**src/rtl/subband_qmf_synthesis_filter_unit_macros.svh**
```systemverilog
// assertion macros for the qmf synthesis filter unit
// no dependencies; included by the top level
`ifndef SUBBAND_QMF_SYNTHESIS_FILTER_UNIT_MACROS_SVH
`define SUBBAND_QMF_SYNTHESIS_FILTER_UNIT_MACROS_SVH

// same-cycle implication
`define SQS_ASSERT_IMP(label, clk, rst_n, ante, cons) \
    label: assert property (@(posedge clk) disable iff (!rst_n) (ante) |-> (cons)) \
        else $error("sqs assertion failed");

// next-cycle implication
`define SQS_ASSERT_NXT(label, clk, rst_n, ante, cons) \
    label: assert property (@(posedge clk) disable iff (!rst_n) (ante) |=> (cons)) \
        else $error("sqs assertion failed");

`endif

```
**src/rtl/sqs_pkg.sv**
```systemverilog
// shared types, tap coefficients and output rounding for the qmf synthesis filter
// no dependencies
package sqs_pkg;

    localparam int SQS_TAP_COUNT = 24;
    localparam int SQS_IDX_W     = 5;
    localparam int SQS_SMP_W     = 15;
    localparam int SQS_HIST_W    = 16;
    localparam int SQS_COEF_W    = 13;
    localparam int SQS_PROD_W    = SQS_HIST_W + SQS_COEF_W;
    localparam int SQS_ACC_W     = 32;

    localparam logic signed [SQS_COEF_W-1:0] C_TAP_COEF [0:SQS_TAP_COUNT-1] = '{
        13'sd3,    -13'sd11,  -13'sd11,  13'sd53,   13'sd12,   -13'sd156,
        13'sd32,   13'sd362,  -13'sd210, -13'sd805, 13'sd951,  13'sd3876,
        13'sd3876, 13'sd951,  -13'sd805, -13'sd210, 13'sd362,  13'sd32,
        -13'sd156, 13'sd12,   13'sd53,   -13'sd11,  -13'sd11,  13'sd3
    };

    typedef struct packed {
        logic                 vld;
        logic                 last;
        logic [SQS_IDX_W-1:0] idx;
    } t_tap_ctl;

    // divide by 4096 toward zero, then clamp to 15 bits
    function automatic logic signed [SQS_SMP_W-1:0] sqs_finish(
        input logic signed [SQS_ACC_W-1:0] acc
    );
        logic signed [SQS_ACC_W-1:0] biased;
        logic signed [19:0]          q;
        logic signed [SQS_SMP_W-1:0] res;
        biased = acc + (acc[SQS_ACC_W-1] ? 32'sd4095 : 32'sd0);
        q      = biased[SQS_ACC_W-1:12];
        if (q > 20'sd16383) begin
            res = 15'sd16383;
        end else if (q < -20'sd16384) begin
            res = -15'sd16384;
        end else begin
            res = q[SQS_SMP_W-1:0];
        end
        return res;
    endfunction

endpackage

```
**src/rtl/sqs_ring.sv**
```systemverilog
// history ring: one-write one-read synchronous memory with per-entry valid bits
// depends on sqs_pkg; unwritten entries read as zero
module sqs_ring
    import sqs_pkg::*;
#(
    parameter int TAP_COUNT = SQS_TAP_COUNT,
    parameter int AW        = $clog2(TAP_COUNT)
) (
    input  logic                         i_clk,
    input  logic                         i_rst_n,
    input  logic                         i_we,
    input  logic [AW-1:0]                i_waddr,
    input  logic signed [SQS_HIST_W-1:0] i_wdata,
    input  logic                         i_re,
    input  logic [AW-1:0]                i_raddr,
    output logic signed [SQS_HIST_W-1:0] o_rdata
);

    logic signed [SQS_HIST_W-1:0] mem [TAP_COUNT];
    logic [TAP_COUNT-1:0]         r_valid;
    logic signed [SQS_HIST_W-1:0] r_rdata;
    logic                         r_rzero;

    always_ff @(posedge i_clk) begin
        if (i_we) begin
            mem[i_waddr] <= i_wdata;
        end
        if (i_re) begin
            r_rdata <= mem[i_raddr];
        end
    end

    always_ff @(posedge i_clk) begin
        if (!i_rst_n) begin
            r_valid <= '0;
            r_rzero <= 1'b1;
        end else begin
            if (i_we) begin
                r_valid[i_waddr] <= 1'b1;
            end
            if (i_re) begin
                r_rzero <= !r_valid[i_raddr];
            end
        end
    end

    assign o_rdata = r_rzero ? '0 : r_rdata;

endmodule

```
**config.mk**
```make
export PLATFORM = sky130hd
export DESIGN_NAME = sqs_ring
export DESIGN_NICKNAME = d
export VERILOG_FILES = /design/src/rtl/subband_qmf_synthesis_filter_unit_macros.svh /design/src/rtl/sqs_pkg.sv /design/src/rtl/sqs_ring.sv
export SDC_FILE = /design/constraint.sdc
export NUM_CORES = 1
export LEC_CHECK = 0
export BUFFER_PORTS_ARGS = -buffer_cell sky130_fd_sc_hd__buf_2
export CAP_MARGIN = 20
export CORE_MARGIN = 2
export CORE_UTILIZATION = 40
export DETAILED_ROUTE_END_ITERATION = 12
export GPL_ROUTABILITY_DRIVEN = 1
export MAX_ROUTING_LAYER = met4
export PLACE_DENSITY_LB_ADDON = 0.15
export SETUP_SLACK_MARGIN = 0.5
export SLEW_MARGIN = 10
export SYNTH_ARGS = -nofsm -noshare
export SYNTH_HDL_FRONTEND = slang
export SYNTH_SLANG_ARGS = --single-unit
```
**constraint.sdc**
```tcl
create_clock -name i_clk -period 5.9 [get_ports i_clk]
set_clock_uncertainty 0.05 [all_clocks]
set_input_delay 1.18 -clock i_clk [delete_from_list [all_inputs] [get_ports i_clk]]
set_output_delay 1.18 -clock i_clk [all_outputs]
set_load 0.03 [all_outputs]
```
==> results.cfg, run 1 <==
[run_status]
outcome = finished, final reports clean

[critical_path]
ff2ff_setup_slack_ns = 4.18
slowest_delay_ns = 0.61
crit_family = buffers and inverters
cp.required_ns = 6.12
cp_num_cells = 6
worstSetupStartpointType = primary input
cp_max_fo = 61
cp.arrival_ns = 3.27
crit_path_cell_trace = buf_6, buf_4, mux4_2, mux2_2, nand2_1, nand4_1
reg2reg_depth = 4
crit_slowest_cell = buf_6
critPathKind = primary input to flop
worst_setup_path_end_kind = flop
path_buf_inv = 2

[route]
via_per_inst = 5.65
drc = 0
wl_per_cell_um = 28.7
drt-initial-drc-count = 860
routed-via-count = 7873
ant_nets = 0
drt_pass1_iterations = 6
drt-total-wl_mm = 39.9

[global_routing]
grt_pass1_vias = 8312
grt_pass1_wl_mm = 57.4
grt_start_max_net_pins = 62
antenna_found_initial = 3
grt_usage_pct = 20.0
overflow = 0

[die]
io_pins = 46
chipWidth_um = 206
rows = 73
die_h_um = 206
die-area_mm2 = 0.0424
coreArea_mm2 = 0.0400
start_util_pct = 40.8

[cts]
cts_root_buffer = clkbuf_16
cts_setup_buffers = 0
clock_latency_ns = 0.54
cts_resized = 0
clock-sinks = 425
postCtsHoldBufs = 0
cts_inserted_buffers = 43
cts-htree-levels = 2
cts_tree = built
clkTransAtPathRegs_ns = 0.06
cts_max_path_buffers = 3

[synth]
synth-seq-cells = 425
syn_area_per_cell_um2 = 21.2
synth_warnings = 0
synthCells = 770
seq_area_frac_synth_pct = 76.7
netlist_area_mm2 = 0.0163
synth_cell_types = 36
synth_nets = 800

[cells_and_area]
nets = 868
fillers = 3332
stdcell_area_mm2 = 0.0186
area_growth_pct = 13.8
drive_gt1_share_pct = 29.8

[flow_run]
cap_violations = 0

[placement]
post-dp-hpwl_mm = 21.5
place.gp.congestion = 0.779
port_buffers = 45
place_area_mm2 = 0.0172

[sta]
rsz0062_at_grt = false
slew_headroom_pct = 32.0
hold_viol = 0
fmax_ghz = 0.328
setup_tns_ns = 0
period_needed_ns = 3.05
final_max_slew_viol_count = 0
worstMarginPinSlew_ns = 1.02
setup_viol = 0
fin_crit_sh_pct = 51.7

[power]
power_density_mw_per_mm2 = 334
p_leak_nw = 5.86
ir_worst_vdd_uv = 184

[hold_path]
hp-class = flop to flop
worstHoldPathCells = 1
stage by stage:
stage / hold slack (ns) / std cells / utilization [%] / power (mW) / worst slack (ns)
finish: 0.408 / 1393 / 46.4 / 6.19 / 2.85
global route: 0.438 / 1393 / 46.4 / 6.37 / 2.62
CTS: 0.410 / 1391 / 46.4 / 6.23 / 2.77
detailed placement: 0.395 / 1318 / 43.1 / 3.72 / 2.21
global placement: 0.388 / 1318 / 43.1 / 3.71 / 2.25
floorplan: 0.382 / 770 / - / 3.60 / 2.93
worst paths after layout:
path / startpoint / to
max: i_raddr[0] / r_rdata[6]
min: r_valid[18] / r_valid[18]
max reg2reg: mem[3][9] / r_rdata[9]
min reg2reg: r_valid[18] / r_valid[18]
kinds of logic (layout without fill, tap and decap cells):
group | Yosys count | in the layout | synth area share, %
flip-flops | 425 | 425 | 76.7
other | 0 | 2 | 0
multiplexers | 118 | 118 | 15.1
AO/OA/AOI/OAI | 48 | 48 | 2.25
AND/OR/NAND/NOR | 136 | 136 | 4.32
buffers and inverters | 43 | 139 | 1.63
flip-flops by register name, summed over array words and instances, names as in the netlist:
signal and flops:
mem 384, r_rdata 16, r_rzero 1, r_valid 24
cell type report:
type	instances	area (um^2)	share of cell area, %
flip-flops and latches	425	12500	67.4
multi-input cells	302	3680	19.8
clock buffers	52	1190	6.43
well taps	525	657	3.54
repair buffers	66	404	2.18
clock inverters	21	124	0.667
diodes	2	5.00	0.0269
routing by layer:
metal / track usage [%] / vias to the layer above / wire [um]
met3: 3.06 / 62 / 2040
met1: 27.0 / 4232 / 17300
met2: 32.2 / 240 / 19700
met5: - / - / 0
li1: - / 3339 / -
met4: 4.82 / 0 / 854
cell usage after synthesis, drive strengths merged:
cell type / instances / area share, %
nand3b: 9 / 0.41
o21a: 24 / 1.1
edfxtp: 400 / 74
nand4b: 1 / 0.054
a211oi: 2 / 0.092
clkbuf: 17 / 0.39
nor4: 3 / 0.12
a22oi: 13 / 0.60
nand4: 15 / 0.58
a31o: 1 / 0.054
nor2b: 22 / 0.84
or3b: 2 / 0.11
nor3: 1 / 0.031
a21oi: 2 / 0.061
a2111oi: 1 / 0.054
nand3: 18 / 0.55
nand2: 29 / 0.67
buf: 26 / 1.2
and2: 1 / 0.038
o2111a: 1 / 0.069
dfxtp: 25 / 3.1
or3: 1 / 0.038
nand2b: 1 / 0.038
mux2i: 4 / 0.25
and3: 3 / 0.12
a32oi: 4 / 0.21
mux2: 16 / 1.1
nor2: 28 / 0.64
mux4: 98 / 14
nor3b: 2 / 0.092
placed cells by master (no fill, tap or decap), drive strengths merged, types with 18 or more instances in the layout:
master,count
clkbuf,52
clkinv,18
o21a,24
nand3,18
nor2b,22
mux4,98
buf,66
edfxtp,400
dfxtp,25
nor2,28
nand2,29
where the power goes:
group / total [mW] / switching (mW) / internal, mW
combinational: 0.291 / 0.179 / 0.112
sequential: 3.36 / 0.0129 / 3.35
clock: 2.55 / 1.07 / 1.47
No activity file was read; power rests on OpenSTA's default activity.
==> run 2: changes to the inputs <==
clock period = 2.4 ns   (was 5.9 ns; I/O delays follow)
==> run 2 against run 1 <==
Against the previous run:
- setup slack got worse by 2.3 ns
- core utilization grew 2.0 points
- critical path depth down 3
- sequential power up 150%
- largest cell class unchanged
- highest routed layer unchanged
==> results.cfg, run 2 (synthesized netlist as in run 1, its figures left out) <==
[sta]
setup_tns_ns = 0
hold_viol = 0
slew_headroom_pct = 43.4
fin_crit_sh_pct = 79.1
final_max_slew_viol_count = 0
rsz0062_at_grt = true
fmax_ghz = 0.527
worstMarginPinSlew_ns = 0.850
setup_slack_ns = 0.502
hold_ws_ns = 0.321
period_needed_ns = 1.90
setup_viol = 0

[cts]
clock_latency_ns = 0.55
cts_tree = built
cts_max_path_buffers = 3
clock-sinks = 425
clkTransAtPathRegs_ns = 0.06
cts-htree-levels = 2
cts_inserted_buffers = 45
cts_setup_buffers = 0
cts_root_buffer = clkbuf_16

[global_routing]
grt_start_max_net_pins = 28
grt_pass1_wl_mm = 57.9
grt_usage_pct = 20.0
antenna_found_initial = 0
overflow = 0
grt_pass1_vias = 8610

[critical_path]
r2r-end = r_rdata[5]
cp.arrival_ns = 1.37
slowest_delay_ns = 0.32
crit_slowest_cell = dfxtp_1
reg2reg_depth = 4
worst_setup_path_end_kind = output pin
crit_path_cell_trace = buf_12, nor2b_1, buf_4
worstSetupStartpointType = flop
cp.required_ns = 1.87
ff2ff_setup_slack_ns = 0.69
cp_max_fo = 17
r2r-start = mem[7][5]
critPathKind = flop to output pin

[power]
power.share.clock_pct = 43.3
switchingPower_mw = 3.28
pwr-share-comb_pct = 5.0
switching_share_pct = 20.5
total_power_mw = 16.0
seqPwrFrac_pct = 51.6
power_density_mw_per_mm2 = 826
internal-power_mw = 12.7
ir_worst_vdd_uv = 476
p_leak_nw = 6.22

[placement]
port_buffers = 45
post-dp-hpwl_mm = 24.1
place_area_mm2 = 0.0177
place.gp.congestion = 0.786
preCtsSetupSlack_ns = -0.000887

[route]
drt-initial-drc-count = 583
via_per_inst = 5.56
drt_pass1_iterations = 4
routed-via-count = 8023
ant_nets = 0
drc = 0
wl_per_cell_um = 27.7
drt-total-wl_mm = 39.9

[hold_path]
min_from = i_wdata[12]
hold_end = mem[18][12]
worstHoldPathCells = 1
hp-class = primary input to flop

[cells_and_area]
stdcell_area_mm2 = 0.0194
num_antenna_cells = 0
largest_register = mem
nets = 913
layout_common_cells = edfxtp_1 (400), mux4_2 (97), clkbuf_16 (46), buf_4 (45), nand2_1 (29)
drive_gt1_share_pct = 36.2
layout_commonest_cell = edfxtp_1
area_growth_pct = 18.7
top_regs = mem (384), r_valid (24), r_rdata (16)
largest_reg_flops = 384

[die]
die-area_mm2 = 0.0424
die_h_um = 206
chipWidth_um = 206
coreArea_mm2 = 0.0400
io_pins = 46
start_util_pct = 40.8
rows = 73

[run_status]
outcome = finished, final reports clean

[flow_run]
cap_violations = 0
-- run 2: changes by cell type in the layout (fill, tap and decap cells not counted), moves of 12 or more --
| cell | previous run | this run |
|---|---|---|
| buf_4 | 21 | 45 |
| buf_12 | 1 | 22 |
| buf_2 | 43 | 27 |
| buf_6 | 1 | 15 |
| nor2b_1 | 21 | 8 |
| nor2b_2 | 1 | 13 |
-- run 2: power by group through the flow --
stage          logic [mW]  clock network (mW)  registers, mW
2_1_floorplan       0.472                   0           8.40
3_3_place_gp        0.776                   0           8.41
3_5_place_dp        0.795                   0           8.41
4_1_cts             0.815                7.08           8.26
5_1_grt             0.865                7.38           8.26
6_report            0.807                6.93           8.26
-- run 2: layout make-up --
cell class / instances / area (um^2)
fill: 3301 / 20600
sequential: 425 / 12500
multi-input combinational: 302 / 3630
clock buffer: 50 / 1170
timing repair buffer: 109 / 1080
tap: 525 / 657
clock inverter: 32 / 320
-- run 2: timing repair --
item / 4_1_cts / 5_1_grt
gates resized for setup: 43 / 4
gates cloned: 0 / 0
endpoints found under the setup margin: 16 / 16
endpoints found under the hold margin: 0 / 0
hold buffers: 0 / 0
-- run 2: worst max-delay path by stage --
stage | end | depth (start not counted) | start | slack, ns
after floorplan | mem[1][0] | 2 | i_waddr[2] | 0.30
after global placement | r_rdata[8] | 6 | i_raddr[0] | 0.02
after detailed placement | r_rdata[8] | 6 | i_raddr[0] | -0.0009
after CTS | o_rdata[3] | 3 | r_rzero | 0.48
after global routing | o_rdata[5] | 3 | r_rzero | 0.46
final | o_rdata[2] | 3 | r_rzero | 0.50
-- run 2: critical path: cells and delay by family, from the launching register on --
kind / cells / cell delay (ns)
AND/OR/NAND/NOR: 1 / 0.14
buffers and inverters: 2 / 0.35
flip-flops: 1 / 0.32
-- run 2: metal layers --
| metal | up-vias | track usage (%) | share of wire (%) |
|---|---|---|---|
| li1 | 3423 | - | - |
| met1 | 4282 | 27.8 | 45 |
| met2 | 248 | 30.5 | 47 |
| met3 | 70 | 3.58 | 5.6 |
| met4 | 0 | 5.54 | 2.5 |
| met5 | - | - | 0 |
-- run 2: metrics by stage --
| step | util (%) | cells |
|---|---|---|
| 3_3_place_gp | 44.3 | 1360 |
| 3_5_place_dp | 44.3 | 1361 |
| 2_1_floorplan | - | 770 |
| 5_1_grt | 48.4 | 1443 |
| 6_report | 48.4 | 1443 |
| 4_1_cts | 48.4 | 1443 |
