$ cat config.mk
export PLATFORM = sky130hd
export DESIGN_NAME = sqs_mac
export DESIGN_NICKNAME = d
export VERILOG_FILES = /design/src/rtl/subband_qmf_synthesis_filter_unit_macros.svh /design/src/rtl/sqs_pkg.sv /design/src/rtl/sqs_mac.sv
export SDC_FILE = /design/constraint.sdc
export NUM_CORES = 1
export LEC_CHECK = 0
export ABC_AREA = 1
export BUFFER_PORTS_ARGS = -buffer_cell sky130_fd_sc_hd__clkbuf_2
export CAP_MARGIN = 10
export CELL_PAD_IN_SITES_DETAIL_PLACEMENT = 0
export CELL_PAD_IN_SITES_GLOBAL_PLACEMENT = 1
export CORE_MARGIN = 10
export CORE_UTILIZATION = 35
export DETAILED_ROUTE_END_ITERATION = 10
export PLACE_DENSITY_LB_ADDON = 0.1
export SKIP_LAST_GASP = 1
export SYNTH_ARGS = -nofsm -noshare
export SYNTH_HDL_FRONTEND = slang
export SYNTH_SLANG_ARGS = --single-unit
export TNS_END_PERCENT = 5
$ cat constraint.sdc
create_clock -name i_clk -period 6.6 [get_ports i_clk]
set_clock_uncertainty 0.1 [all_clocks]
set_input_delay 0.99 -clock i_clk [delete_from_list [all_inputs] [get_ports i_clk]]
set_output_delay 0.99 -clock i_clk [all_outputs]
set_load 0.01 [all_outputs]
$ cat src/rtl/subband_qmf_synthesis_filter_unit_macros.svh
// assertion macros for the qmf synthesis filter unit
// no dependencies; included by the top level
`ifndef SUBBAND_QMF_SYNTHESIS_FILTER_UNIT_MACROS_SVH
`define SUBBAND_QMF_SYNTHESIS_FILTER_UNIT_MACROS_SVH

// same-cycle implication
`define SQS_ASSERT_IMP(label, clk, rst_n, ante, cons) \
    label: assert property (@(posedge clk) disable iff (!rst_n) (ante) |-> (cons)) \
        else $error("sqs assertion failed");

// next-cycle implication
`define SQS_ASSERT_NXT(label, clk, rst_n, ante, cons) \
    label: assert property (@(posedge clk) disable iff (!rst_n) (ante) |=> (cons)) \
        else $error("sqs assertion failed");

`endif

$ cat src/rtl/sqs_pkg.sv
// shared types, tap coefficients and output rounding for the qmf synthesis filter
// no dependencies
package sqs_pkg;

    localparam int SQS_TAP_COUNT = 24;
    localparam int SQS_IDX_W     = 5;
    localparam int SQS_SMP_W     = 15;
    localparam int SQS_HIST_W    = 16;
    localparam int SQS_COEF_W    = 13;
    localparam int SQS_PROD_W    = SQS_HIST_W + SQS_COEF_W;
    localparam int SQS_ACC_W     = 32;

    localparam logic signed [SQS_COEF_W-1:0] C_TAP_COEF [0:SQS_TAP_COUNT-1] = '{
        13'sd3,    -13'sd11,  -13'sd11,  13'sd53,   13'sd12,   -13'sd156,
        13'sd32,   13'sd362,  -13'sd210, -13'sd805, 13'sd951,  13'sd3876,
        13'sd3876, 13'sd951,  -13'sd805, -13'sd210, 13'sd362,  13'sd32,
        -13'sd156, 13'sd12,   13'sd53,   -13'sd11,  -13'sd11,  13'sd3
    };

    typedef struct packed {
        logic                 vld;
        logic                 last;
        logic [SQS_IDX_W-1:0] idx;
    } t_tap_ctl;

    // divide by 4096 toward zero, then clamp to 15 bits
    function automatic logic signed [SQS_SMP_W-1:0] sqs_finish(
        input logic signed [SQS_ACC_W-1:0] acc
    );
        logic signed [SQS_ACC_W-1:0] biased;
        logic signed [19:0]          q;
        logic signed [SQS_SMP_W-1:0] res;
        biased = acc + (acc[SQS_ACC_W-1] ? 32'sd4095 : 32'sd0);
        q      = biased[SQS_ACC_W-1:12];
        if (q > 20'sd16383) begin
            res = 15'sd16383;
        end else if (q < -20'sd16384) begin
            res = -15'sd16384;
        end else begin
            res = q[SQS_SMP_W-1:0];
        end
        return res;
    endfunction

endpackage

$ cat src/rtl/sqs_mac.sv
// shared multiply-accumulate: product register, then odd and even accumulators
// depends on sqs_pkg; rounding and clamping via sqs_finish
module sqs_mac
    import sqs_pkg::*;
(
    input  logic                         i_clk,
    input  logic                         i_rst_n,
    input  logic                         i_clear,
    input  t_tap_ctl                     i_ctl,
    input  logic signed [SQS_HIST_W-1:0] i_hist,
    output logic                         o_done,
    output logic signed [SQS_SMP_W-1:0]  o_first,
    output logic signed [SQS_SMP_W-1:0]  o_second
);

    t_tap_ctl                     r_ctl;
    logic signed [SQS_PROD_W-1:0] r_prod;
    logic signed [SQS_ACC_W-1:0]  r_acc_odd;
    logic signed [SQS_ACC_W-1:0]  r_acc_even;
    logic                         r_done;
    logic signed [SQS_PROD_W-1:0] n_prod;

    assign n_prod = SQS_PROD_W'(i_hist) * SQS_PROD_W'(C_TAP_COEF[i_ctl.idx]);

    always_ff @(posedge i_clk) begin
        r_prod <= n_prod;
    end

    always_ff @(posedge i_clk) begin
        if (!i_rst_n) begin
            r_ctl      <= '0;
            r_done     <= 1'b0;
            r_acc_odd  <= '0;
            r_acc_even <= '0;
        end else begin
            r_ctl  <= i_ctl;
            r_done <= r_ctl.vld && r_ctl.last;
            if (i_clear) begin
                r_acc_odd  <= '0;
                r_acc_even <= '0;
            end else if (r_ctl.vld) begin
                if (r_ctl.idx[0]) begin
                    r_acc_odd <= r_acc_odd + SQS_ACC_W'(r_prod);
                end else begin
                    r_acc_even <= r_acc_even + SQS_ACC_W'(r_prod);
                end
            end
        end
    end

    assign o_done   = r_done;
    assign o_first  = sqs_finish(r_acc_odd);
    assign o_second = sqs_finish(r_acc_even);

endmodule
==> results of run 1 <==
per-layer routing:
layer / vias to the layer above / global-route usage (%) / wire length [um]
met4: 0 / 6.19 / 1730
met1: 7592 / 23.7 / 24500
met5: - / 0 / 0
met2: 288 / 34.8 / 27700
met3: 71 / 1.77 / 1790
li1: 8279 / - / -
through the flow:
stage	hold WS, ns	setup slack [ns]	cells
final	0.319	0.0892	3376
after global routing	0.332	-0.119	3376
after CTS	0.327	-0.0558	3356
after detailed placement	0.315	-0.721	3340
after global placement	0.300	-0.555	3340
after floorplan	0.295	-0.0929	2544
area by class of cell:
| class | instances | area, um2 |
|---|---|---|
| inverter | 518 | 1960 |
| fill | 5059 | 27600 |
| timing repair buffer | 244 | 1900 |
| tap | 615 | 769 |
| clock inverter | 7 | 86.3 |
| clock buffer | 9 | 225 |
| sequential | 97 | 1940 |
| multi-input combinational | 1886 | 13500 |
repair_timing:
item                                   CTS  global route
resized for setup                       22           113
setup buffers                            0            17
pin swaps                               10            58
endpoints found under the hold margin    0             0
gates cloned                             0             3
hold buffers                             0             0
setup endpoints to repair               10            17
sequential cells by signal (all words and copies together) (netlist names):
register and count:
r_acc_even 32, r_acc_odd 32, r_prod 29, r_ctl 3
o_done 1
logic make-up (layout without fill, tap and decap cells):
logic type,count (synthesis),after routing
simple gates,1133,1133
compound gates,327,327
buf+inv,561,778
xor+xnor,66,66
fa+ha+maj,360,360
flops,97,97
cell usage in the layout (no fill, tap or decap), types with 6 or more instances in the layout:
cell type  Yosys  routed
o211ai_1       7       7
a21o_1        12      12
buf_4          2     168
ha_4           0      21
o21ai_0       98      90
inv_1        509     494
or2_2          6       6
buf_12         0       9
dfxtp_1       97      97
o21bai_1      18      18
xor2_1        48      48
a31oi_1        8       8
a21boi_0       8       6
clkbuf_2       0      54
nand4_1       14      14
nand2_1      600     589
nand2_2        5      16
buf_6          2      10
nor3_1        20      18
nand3b_1       8       8
nand3_1      104     101
clkbuf_16      0      12
nor2_2         4      24
a21oi_1      162     151
nor2_1       356     331
fa_1         195     190
inv_2          3      15
a21oi_2        1      10
xnor2_1       17      17
ha_1         165     143
worst max-delay path: cells and delay by family:
| kind | cells | cell delay [ns] |
|---|---|---|
| buffers and inverters | 8 | 0.92 |
| adders and majority gates | 8 | 3.26 |
| xor gates and xnor gates | 1 | 0.15 |
| AOI/OAI and AO/OA | 4 | 0.55 |
| and+or+nand+nor | 7 | 0.86 |
how the worst min path moves through the flow:
stage,end,slack [ns]
finish,o_done,0.32
global route,o_done,0.33
CTS,o_done,0.33
detailed placement,o_done,0.31
global placement,o_done,0.30
floorplan,o_done,0.30
==> flow_summary.json, run 1 <==
{
  "maxSlewViolCount": 0,
  "hold_path_class": "reg -> reg",
  "cts.sinks": 97,
  "vias_per_cell": 4.81,
  "fin_crit_ns": 6.51,
  "clk_pin_slew_ns": 0.08,
  "synthTopCellsByArea": "fa_1, nand2_1, ha_1, dfxtp_1, inv_1",
  "coreArea_mm2": 0.0479,
  "place_congestion": 0.896,
  "placementRows": 80,
  "clkLatencyLatePin_ns": 0.38,
  "synth_compound_area_share_pct": 10.6,
  "synth_seq_cells": 97,
  "final_hold_viol_count": 0,
  "yosysWarningCount": 0,
  "max_stage_delay_ns": 0.58,
  "synth_nets": 2930,
  "max_slew.worst_pin.slew_ns": 1.13,
  "initial_core_util_pct": 35.5,
  "wirelength_um": 55800,
  "synth-adder-area-share_pct": 35.1,
  "reg2reg_from": "r_prod[1]",
  "drt-pass1-iter-count": 5,
  "wire_per_inst_um": 16.5,
  "nets": 3142,
  "slowest_stage": "fa_1",
  "drive_gt1_share_pct": 14.2,
  "arrival_ns": 6.73,
  "r2r_end": "r_acc_odd[30]",
  "antenna_cells": 0,
  "r2r_cells": 12,
  "crit_top_cell": "fa_1",
  "syn_area_mm2": 0.0170,
  "synth_cells": 2544,
  "crit_path_start": "i_ctl[0]",
  "cts-root-buf": "clkbuf_16",
  "cts_tree": "done",
  "path_class": "in -> reg",
  "synth_top_family_by_area": "adder cells",
  "period_share_pct": 98.6,
  "overflow": 0,
  "cts_buffer_depth": 2,
  "grt_pass1_vias": 16500,
  "numCtsBuffers": 9,
  "required_ns": 6.82,
  "synthDistinctLibCells": 43,
  "muxShareOfSynthArea_pct": 0,
  "die_w_um": 241,
  "die_y_um": 241,
  "detail_route.drc_violations": 0,
  "synth_edf_count": 0,
  "stdcell_area_mm2": 0.0204,
  "synth_simple_gate_area_share_pct": 26.9,
  "postSynthAreaPerCell_um2": 6.69,
  "synth_top_area_cell": "fa_1",
  "synth_seq_area_share_pct": 11.4,
  "cts_htree_levels": 3,
  "start_kind": "input port",
  "rsz0062_at_grt": "yes",
  "crit_end": "r_prod[27]",
  "cp_max_fo": 6,
  "outcome": "complete, no violations",
  "grt_pass1_wl_um": 87900,
  "rrSetupSlack_ns": 3.57,
  "post-route-util_pct": 42.5,
  "first_iter_violations": 843,
  "worstHoldStart": "r_ctl[5]",
  "synthXorXnorAreaFrac_pct": 3.44,
  "setup_tns_ns": 0,
  "yosysMostFrequentCell": "nand2_1",
  "grtUsageTotal_pct": 19.3,
  "vias": 16200,
  "synth_ff_type": "dfxtp_1",
  "end_kind": "register",
  "max_slew_margin_pct": 24.3,
  "fmax_mhz": 154,
  "synthArstFlopShare_pct": 0,
  "die_area_mm2": 0.0579,
  "hpwlAfterDp_um": 47500,
  "drtAntennaViolNets": 0,
  "setup_violations": 0,
  "cap_violations": 0,
  "io_buffers": 56,
  "antenna_found_initial": 0,
  "io_pins": 57,
  "placed_area_mm2": 0.0193,
  "ys_top_cells_by_count": "nand2_1, inv_1, nor2_1",
  "hold_depth": 2,
  "synth_top_area_share_pct": 22.9,
  "syn2layout_area_growth_pct": 19.6,
  "grt_max_degree": 56
}
Power of run 1 is left out: the tool's default activity adds up to more than one toggle a clock period on the data nets, which glitch-free logic cannot reach.
==> run 2, diff against run 1 <==
clock period = 7.8 ns   (was 6.6 ns; I/O delays follow)
==> flow_summary.json, run 2 (synthesis gave the netlist of run 1 again) <==
{
  "outcome": "complete, no violations",
  "required_ns": 7.96,
  "numCtsBuffers": 9,
  "hold_path_class": "reg -> reg",
  "setup_violations": 0,
  "overflow": 0,
  "max_slew.worst_pin.slew_ns": 1.17,
  "io_buffers": 56,
  "path_class": "in -> reg",
  "cts_tree": "done",
  "drt-pass1-iter-count": 5,
  "cap_violations": 0,
  "grtUsageTotal_pct": 19.2,
  "syn2layout_area_growth_pct": 8.73,
  "drtAntennaViolNets": 0,
  "hpwlAfterDp_um": 46500,
  "cp_max_fo": 12,
  "arrival_ns": 7.41,
  "hold_buffers": 0,
  "placementRows": 80,
  "vias_per_cell": 4.82,
  "mostFrequentLayoutCells": "nand2_1, inv_1, nor2_1, fa_1, ha_1",
  "cts_setup_buffers": 0,
  "setup_ws_ns": 0.548,
  "fmax_mhz": 138,
  "vias": 15500,
  "cts.sinks": 97,
  "cts_buffer_depth": 2,
  "antenna_found_initial": 1,
  "grt_pass1_wl_um": 87000,
  "start_kind": "input port",
  "wirelength_um": 54100,
  "wire_per_inst_um": 16.8,
  "clkLatencyLatePin_ns": 0.39,
  "place_congestion": 0.912,
  "cts_htree_levels": 3,
  "initial_core_util_pct": 35.5,
  "top_regs": "r_acc_even x32, r_acc_odd x32, r_prod x29",
  "fill_cells": 5283,
  "detail_route.drc_violations": 0,
  "fin_crit_ns": 7.25,
  "first_iter_violations": 881,
  "rsz0062_at_grt": "no",
  "coreArea_mm2": 0.0479,
  "final_hold_viol_count": 0,
  "layout.cells.most_common": "nand2_1",
  "place_worst_setup_slack_ns": 0.0850,
  "period_share_pct": 93.0,
  "grt_pass1_vias": 16100,
  "clk_pin_slew_ns": 0.07,
  "antenna_cells": 0,
  "drive_gt1_share_pct": 5.21,
  "die_y_um": 241,
  "setup_tns_ns": 0,
  "max_slew_margin_pct": 21.6,
  "die_w_um": 241,
  "end_kind": "register",
  "io_pins": 57,
  "maxSlewViolCount": 0,
  "grt_max_degree": 56,
  "cts-root-buf": "clkbuf_16",
  "die_area_mm2": 0.0579,
  "nets": 2990
}
run 2: changes by cell type in the layout (fill, tap and decap cells not counted), moves of 11 or more:
cell | previous run | this run
a21oi_1 | 151 | 162
buf_4 | 168 | 36
ha_1 | 143 | 165
ha_4 | 21 | 0
inv_1 | 494 | 508
inv_2 | 15 | 4
nand2_1 | 589 | 600
nand2_2 | 16 | 5
nor2_1 | 331 | 356
nor2_2 | 24 | 4
run 2: critical path: stages:
cell and delay (ns):
clkbuf_2 0.14, inv_1 0.11, ha_1 0.39, nor2_1 0.09
inv_1 0.07, o21ai_0 0.10, a22o_1 0.23, a21oi_1 0.15
inv_1 0.12, buf_4 0.20, nor2_1 0.34, fa_1 0.49
fa_1 0.51, fa_1 0.52, fa_1 0.51, fa_1 0.49
ha_1 0.31, ha_1 0.35, a21oi_1 0.19, a21boi_0 0.26
nand2_1 0.08, nand2_1 0.08, nand3_1 0.15, nand2_1 0.10
o211ai_1 0.09, xor2_1 0.15
run 2: layout make-up:
cell class | instances | area (um2) | area share, %
sequential | 97 | 1940 | 10.5
inverter | 518 | 1940 | 10.5
multi-input combinational | 1886 | 12900 | 69.9
clock inverter | 6 | 119 | 0.642
tap | 615 | 769 | 4.16
clock buffer | 10 | 239 | 1.29
timing repair buffer | 92 | 551 | 2.97
run 2: path summary, 6_finish.rpt:
check / start / end / cells after the start / slack (ns)
max: i_ctl[1] / r_prod[27] / 26 / 0.55
min: r_ctl[5] / o_done / 2 / 0.32
max reg2reg: r_prod[1] / r_acc_odd[30] / 12 / 4.62
min reg2reg: r_ctl[5] / o_done / 2 / 0.32
run 2: routing by layer:
metal | track usage (%) | part of all wire, % | routed length (um)
met1 | 24.0 | 46 | 24700
met2 | 34.2 | 49 | 26400
met3 | 1.68 | 3.1 | 1650
met4 | 5.83 | 2.5 | 1350
met5 | 0 | 0 | 0
run 2: repair_timing:
item / 4_1_cts / 5_1_grt
setup endpoints to repair: 0 / 1
endpoints found under the hold margin: 0 / 0
gates resized for setup: 0 / 1
run 2: stage by stage:
stage                     cell area (um2)  hold WS, ns  instances  util, %
after global placement              18200        0.304       3208     37.9
after CTS                           18500        0.321       3224     38.6
after detailed placement            18200        0.310       3208     37.9
final                               18500        0.317       3224     38.6
after global routing                18500        0.330       3224     38.6
after floorplan                     17000        0.295       2544        -
Power of run 2 is left out for the same reason.
